[config.mk]
export PLATFORM = sky130hd
export DESIGN_NAME = ppd_mul
export DESIGN_NICKNAME = d
export VERILOG_FILES = /design/src/rtl/core/ppd_pkg.sv /design/src/rtl/core/ppd_mul.sv
export SDC_FILE = /design/constraint.sdc
export NUM_CORES = 2
export LEC_CHECK = 0
export BUFFER_PORTS_ARGS = -buffer_cell sky130_fd_sc_hd__buf_4
export CAP_MARGIN = 20
export CORE_ASPECT_RATIO = 2
export CORE_MARGIN = 1.5
export CORE_UTILIZATION = 39
export CTS_BUF_LIST = sky130_fd_sc_hd__clkbuf_4
export CTS_CLUSTER_SIZE = 20
export DETAILED_ROUTE_END_ITERATION = 8
export SYNTH_ARGS = -nofsm -noshare
export SYNTH_HDL_FRONTEND = slang
export SYNTH_SLANG_ARGS = --single-unit
[constraint.sdc]
create_clock -name clock -period 9.2 [get_ports clock]
set_input_delay 0.92 -clock clock [delete_from_list [all_inputs] [get_ports clock]]
set_output_delay 0.92 -clock clock [all_outputs]
set_load 0.01 [all_outputs]
[src/rtl/core/ppd_pkg.sv]
package ppd_pkg;

   // multiplier digit size, one hard multiplier per digit pair
   localparam int MUL_DIGIT     = 32;
   localparam int MUL_DIGIT_LOG = 5;

   localparam int DIST_WIDTH = 31;
   localparam int FOOT_WIDTH = 32;

   localparam logic [DIST_WIDTH-1:0]        DIST_MAX = '1;
   localparam logic signed [FOOT_WIDTH-1:0] FOOT_MAX = 32'sh7FFFFFFF;
   localparam logic signed [FOOT_WIDTH-1:0] FOOT_MIN = 32'sh80000000;

   // digits of MUL_DIGIT bits needed for a w-bit magnitude
   function automatic int mul_digits(input int w);
      return (w + MUL_DIGIT - 1) >> MUL_DIGIT_LOG;
   endfunction

   // natural stage count of ppd_mul: magnitude stage plus one stage per digit pair
   function automatic int mul_lat(input int wa, input int wb);
      return mul_digits(wa) * mul_digits(wb) + 1;
   endfunction

endpackage

[src/rtl/core/ppd_mul.sv]
module ppd_mul import ppd_pkg::*; #(
   parameter int A_W    = 33,
   parameter int B_W    = 33,
   parameter int STAGES = 5
) (
   input  logic                 clock,
   input  logic                 en,
   input  logic [A_W-1:0]       a,
   input  logic [B_W-1:0]       b,
   output logic [A_W+B_W-1:0]   prod_mag,
   output logic                 prod_neg
);

   localparam int NA     = mul_digits(A_W);
   localparam int NB     = mul_digits(B_W);
   localparam int NS     = NA * NB;
   localparam int AP_W   = NA * MUL_DIGIT;
   localparam int BP_W   = NB * MUL_DIGIT;
   localparam int ACC_W  = AP_W + BP_W;
   localparam int PP_W   = 2 * MUL_DIGIT;
   localparam int PAD    = STAGES - NS - 1;

   logic [A_W-1:0]   a_abs;
   logic [B_W-1:0]   b_abs;

   logic [AP_W-1:0]  am_ff;
   logic [BP_W-1:0]  bm_ff;
   logic             neg_ff;

   logic [AP_W-1:0]  ap_ff  [NS];
   logic [BP_W-1:0]  bp_ff  [NS];
   logic [ACC_W-1:0] acc_ff [NS];
   logic             ng_ff  [NS];

   // magnitudes at operand width, so the inversion stays inside the operand
   assign a_abs = a[A_W-1] ? (~a + A_W'(1)) : a;
   assign b_abs = b[B_W-1] ? (~b + B_W'(1)) : b;

   // two's complement operands to magnitude and sign
   always_ff @(posedge clock) begin
      if (en) begin
         am_ff  <= AP_W'(a_abs);
         bm_ff  <= BP_W'(b_abs);
         neg_ff <= a[A_W-1] ^ b[B_W-1];
      end
   end

   // one digit pair per stage, accumulated at its weight
   for (genvar s = 0; s < NS; s++) begin : g_stage
      localparam int DI = s / NB;
      localparam int DJ = s % NB;
      logic [AP_W-1:0]  a_src;
      logic [BP_W-1:0]  b_src;
      logic [ACC_W-1:0] acc_src;
      logic             n_src;
      logic [PP_W-1:0]  pp;

      if (s == 0) begin : g_first
         assign a_src   = am_ff;
         assign b_src   = bm_ff;
         assign acc_src = '0;
         assign n_src   = neg_ff;
      end else begin : g_next
         assign a_src   = ap_ff[s-1];
         assign b_src   = bp_ff[s-1];
         assign acc_src = acc_ff[s-1];
         assign n_src   = ng_ff[s-1];
      end

      assign pp = PP_W'(a_src[DI*MUL_DIGIT +: MUL_DIGIT]) *
                  PP_W'(b_src[DJ*MUL_DIGIT +: MUL_DIGIT]);

      always_ff @(posedge clock) begin
         if (en) begin
            ap_ff[s]  <= a_src;
            bp_ff[s]  <= b_src;
            ng_ff[s]  <= n_src;
            acc_ff[s] <= acc_src + (ACC_W'(pp) << (MUL_DIGIT * (DI + DJ)));
         end
      end
   end

   // balance latency with sibling multipliers
   if (PAD == 0) begin : g_nopad
      assign prod_mag = acc_ff[NS-1][A_W+B_W-1:0];
      assign prod_neg = ng_ff[NS-1];
   end else begin : g_pad
      logic [A_W+B_W-1:0] pm_ff [PAD];
      logic               pn_ff [PAD];
      always_ff @(posedge clock) begin
         if (en) begin
            pm_ff[0] <= acc_ff[NS-1][A_W+B_W-1:0];
            pn_ff[0] <= ng_ff[NS-1];
            for (int k = 1; k < PAD; k++) begin
               pm_ff[k] <= pm_ff[k-1];
               pn_ff[k] <= pn_ff[k-1];
            end
         end
      end
      assign prod_mag = pm_ff[PAD-1];
      assign prod_neg = pn_ff[PAD-1];
   end

endmodule

; Word-level counts from Yosys, hierarchy flattened
; Memory sizes are Yosys's and may differ from the RTL's.
; Cells that the tools add are included.
[word_totals]
wordCells = 25
out_inout_bits = 67
reg_bits = 67
in_bits = 68
n_memories = 4
mem_bits_rw = 1028
[memory_table]
columns = memory, depth, word_bits, read_ports, rd_ports_with_merged_regs, wr, line
row1 = acc_ff, 4, 128, 4, 0, 4, ppd_mul.sv:32  ; logic [ACC_W-1:0] acc_ff [NS];
row2 = ap_ff, 4, 64, 3, 0, 4, ppd_mul.sv:30  ; logic [AP_W-1:0] ap_ff [NS];
row3 = bp_ff, 4, 64, 3, 0, 4, ppd_mul.sv:31  ; logic [BP_W-1:0] bp_ff [NS];
row4 = ng_ff, 4, 1, 4, 0, 4, ppd_mul.sv:33  ; logic ng_ff [NS];
[op_classes]
n_mul = 4
muxes = 4
bitwise_logic = 3
n_addsub = 5
[op_table]
columns = cell, count
row1 = 128-bit by 96-bit adder with 128-bit output, 2
row2 = 32-bit by 32-bit multiplier with 64-bit output, 4
row3 = 128-bit adder, 1
row4 = "33-bit by 1-bit adder with 33-bit output, second input constant", 2
row5 = 33-bit inverter, 2
row6 = 32-bit two-way mux, 2
row7 = 1-bit two-way mux, 2
row8 = 1-bit XOR, 1

; Longest topological paths before layout
[depth]
depth_word = 3
ltp_mapped = 29
mapped_depth_nobuf = 27

; Worst setup path before layout
; OpenSTA, ideal clock, no wires.
[synth_path]
path_kind = reg-to-reg
startpoint = register bm_ff[7]
endpoint = memory acc_ff[0][35] in the netlist's numbering, data pin
path_buffers = 1
path_slack_ns = 1.800
setup_time_ns = 0.272
period_less_slack_ns = 7.400
path_stages_with_launch = 26
required_time_ns = 8.928
t_arrival_ns = 7.128
path_cell_list = edfxtp_1 -> clkbuf_1 -> and2_1 -> fa_1 -> fa_1 -> fa_1 -> inv_1 -> fa_1 -> inv_1 -> fa_1 -> inv_1 -> fa_1 -> inv_1 -> fa_1 -> inv_1 -> fa_1 -> inv_1 -> ha_1 -> and3_1 -> nand2_1 -> nor2_1 -> a2111oi_2 -> o211ai_1 -> a21boi_2 -> nor4_1 -> or4b_1
[synth_lines]
columns = element, line
row1 = "start, declared", ppd_mul.sv:27  ; logic [BP_W-1:0] bm_ff;
row2 = "start signal, assigned", ppd_mul.sv:43  ; bm_ff <= BP_W'(b_abs);
row3 = "end, declared", ppd_mul.sv:32

==> impl_results.md <==
- Synth unique cells: just under 70
- Synth async-reset ratio: 0%
- Post-Syn Area: 51400 sq um
- Num CTS Buffers: 107
- Die width: about 260 um
- Tot GR Track Use: 24.0%
- WS Path Type: reg2reg
- Vias in the first global route: 38475
- Total negative slack: 0 ns
- Worst Max-Slew Pin Slew: 1.09 ns
- Clock Tree Root: clkbuf_4
- DRT Pass-1 Iters: 7
- Clock Skew: between 0.1 and 0.15 ns
- Vias post-DR: roughly 35000
- Detail Placement HPWL: 124 mm
- Post-layout minimum cycle time: 8.80 ns
- Die height: roughly 520 um
- Final WL: between 150 and 200 mm
- Core Region: 131000 sq um
- Cts hold-fix bufs: 0
- Worst Hold Class: in2reg
- Main flop type after synthesis: edfxtp_1
- Syn_area_per_cell: approximately 11 sq um
- Core Rows: between 150 and 200
- Max cap viols: 0
- Synth top area share: between 30% and 40%
- Clock transition at the registers of the reported paths: around 0.080 ns
- First-pass GRT wire length: ~230 mm
- Crit path max fanout: 16
- H-tree depth: 3
- Routed wl met3: 7.63 mm
- Status: finished clean
- Layout cells sized above 1: between 9 and 10%
- Highest metal used: met5
- Initial antenna violation count: 7
- Per-cell routed wire length: approximately 23 um
- DR DRC count: 0
- Final period util: between 90% and 100%
- Worst relative slew slack: between 20% and 30%
- Area contributors post-synth: fa_1 35%, edfxtp_1 25%, and2_1 8.2%
- Io pins: ~140
- Gp weighted congestion: approximately 0.99
- Via density: ~5.2
- PortBufs: between 100 and 150
- Met1 WL: 50.7 mm
- Setup crit end kind: register
- EDFF count, synth: 434
- Register area share after synthesis: approximately a quarter
- Clock Sinks: about 430
- GRT overflow: 0
- Finished Cell Area: about 56000 sq um
- Met2 WL post-DR: roughly 85 mm
- CTS tree: built
- Startpoint types: register
- Largest area contributor in the netlist: fa_1
- #FFs+latches synth: 434
- Starting Density: 39.2%
- Layout Nets: ~6300
- Final setup viols: 0
- Final number of max-transition violations: 0
- Finished Core Util: 42.9%
- Worst skew pair latency: roughly 1.1 ns
- Maximum clock frequency: roughly 110 MHz
- Final ANT Viol Nets: 0
- Synthesis Warnings: 0
- Syn nets: between 6000 and 7000
- CP required: 9.92 ns
- Full die area: approximately 130000 sq um
- Area after DPL: 54800 sq um
- First DRT Iteration DRCs: 1705
- RSZ-0062 raised after global routing: no
- Area Growth Syn to Fin: 9.39%
- Fin. Hold Viols: 0
- Worst path arrival time: ~9.5 ns
- Clock tree buffer depth: 3
- Largest net degree at the start of global routing: 150
- Post-Syn Instances: slightly below 5000
==> critical path, cell delays in order (launching register included) <==
cell	delay [ns]
edfxtp_1	0.93
and2_1	0.25
fa_1	0.44
fa_1	0.51
fa_1	0.56
inv_1	0.08
fa_1	0.58
inv_1	0.07
fa_1	0.53
fa_1	0.44
fa_1	0.56
inv_1	0.06
fa_1	0.55
inv_1	0.05
ha_1	0.43
and3_1	0.34
and4_1	0.21
o21ai_0	0.20
a211oi_1	0.39
buf_4	0.18
nor2_1	0.05
o21bai_1	0.31
a31oi_1	0.27
o21ai_0	0.33
xor2_1	0.13
==> cells in the mapped netlist, drive strengths merged, types with 3 or more instances <==
cell type,n
edfxtp,434
o31a,4
a2111oi,4
nor4,5
or4,16
o311ai,7
or2,8
xnor2,124
a41o,3
o31ai,20
nor2b,16
fa,898
a21o,82
and3,18
o41ai,11
nand2,517
a21boi,5
and2,670
ha,330
o2111ai,7
nand3b,3
clkbuf,228
nand2b,18
nor2,60
nor3,19
inv,939
a311oi,6
and4,8
a31oi,10
a211oi,15
nand4,20
xor2,51
o21a,14
a21oi,119
o211ai,10
o21ai,81
a41oi,3
nand3,30
o21bai,17
or3,9
==> through the flow <==
step                cells  hold slack (ns)  setup slack (ns)
detailed placement   6605            0.405             0.333
CTS                  6794           0.0563             0.253
global route         6804           0.0474             0.158
finish               6805            0.152             0.398
floorplan            4860            0.400              1.80
global placement     6605            0.401             0.242
==> cell usage in the layout, fill, tap and decap left out, drive strengths merged, types with 60 or more instances in the layout <==
master / n
ha: 330
a21oi: 119
xnor2: 124
inv: 944
nor2: 60
a21o: 82
edfxtp: 434
o21ai: 81
buf: 268
nand2: 517
and2: 670
fa: 898
clkbuf: 141
==> logic make-up (layout without fill, tap and decap cells) <==
| family | count (synthesis) | count (layout) | share of synthesized area, % |
|---|---|---|---|
| flops | 434 | 434 | 25.3 |
| simple gates | 1421 | 1421 | 14.5 |
| other cells | 0 | 6 | 0 |
| compound gates | 434 | 434 | 5.61 |
| xor+xnor | 175 | 175 | 2.98 |
| buf+inv | 1167 | 1396 | 8.52 |
| mux | 1 | 1 | 0.0195 |
| fa+ha+maj | 1228 | 1228 | 43.0 |
==> final timing paths <==
check	startpoint	to	slack, ns	cells past startpoint
worst min register to register	acc_ff[2][36]	acc_ff[3][36]	0.36	0
worst max-delay path	am_ff[19]	acc_ff[0][61]	0.40	24
worst min-delay path	b[0]	bm_ff[0]	0.15	1
worst max register to register	am_ff[19]	acc_ff[0][61]	0.40	24
==> sequential cells by signal, indices dropped and copies added, names as in the netlist <==
register / count
ap_ff: 35
g_stage.n_src: 1
bm_ff: 33
ng_ff: 4
acc_ff: 261
bp_ff: 67
am_ff: 33
==> cell type report <==
class | count | area (sq um)
repair buffers | 268 | 2120
inverters | 939 | 3520
well taps | 1710 | 2140
clock inverters | 48 | 349
clock buffers | 141 | 1060
fillers | 12507 | 74800
flip-flops and latches | 434 | 13000
diodes | 6 | 15.0
multi-input cells | 3259 | 34000
==> timing repair <==
item | CTS | global route
endpoints found under the setup margin | 0 | 1
endpoints found under the hold margin | 0 | 0
buffers inserted | 0 | 5
gates resized for setup | 0 | 1
==> routing by layer <==
metal | vias to the layer above | track usage, %
met5 | - | 0
met4 | 4 | 19.9
met3 | 545 | 3.86
met2 | 1182 | 44.1
met1 | 18172 | 23.0
li1 | 15452 | -
Power is left out: the tool's default activity adds up to more than one toggle a clock period on the data nets, which glitch-free logic cannot reach.
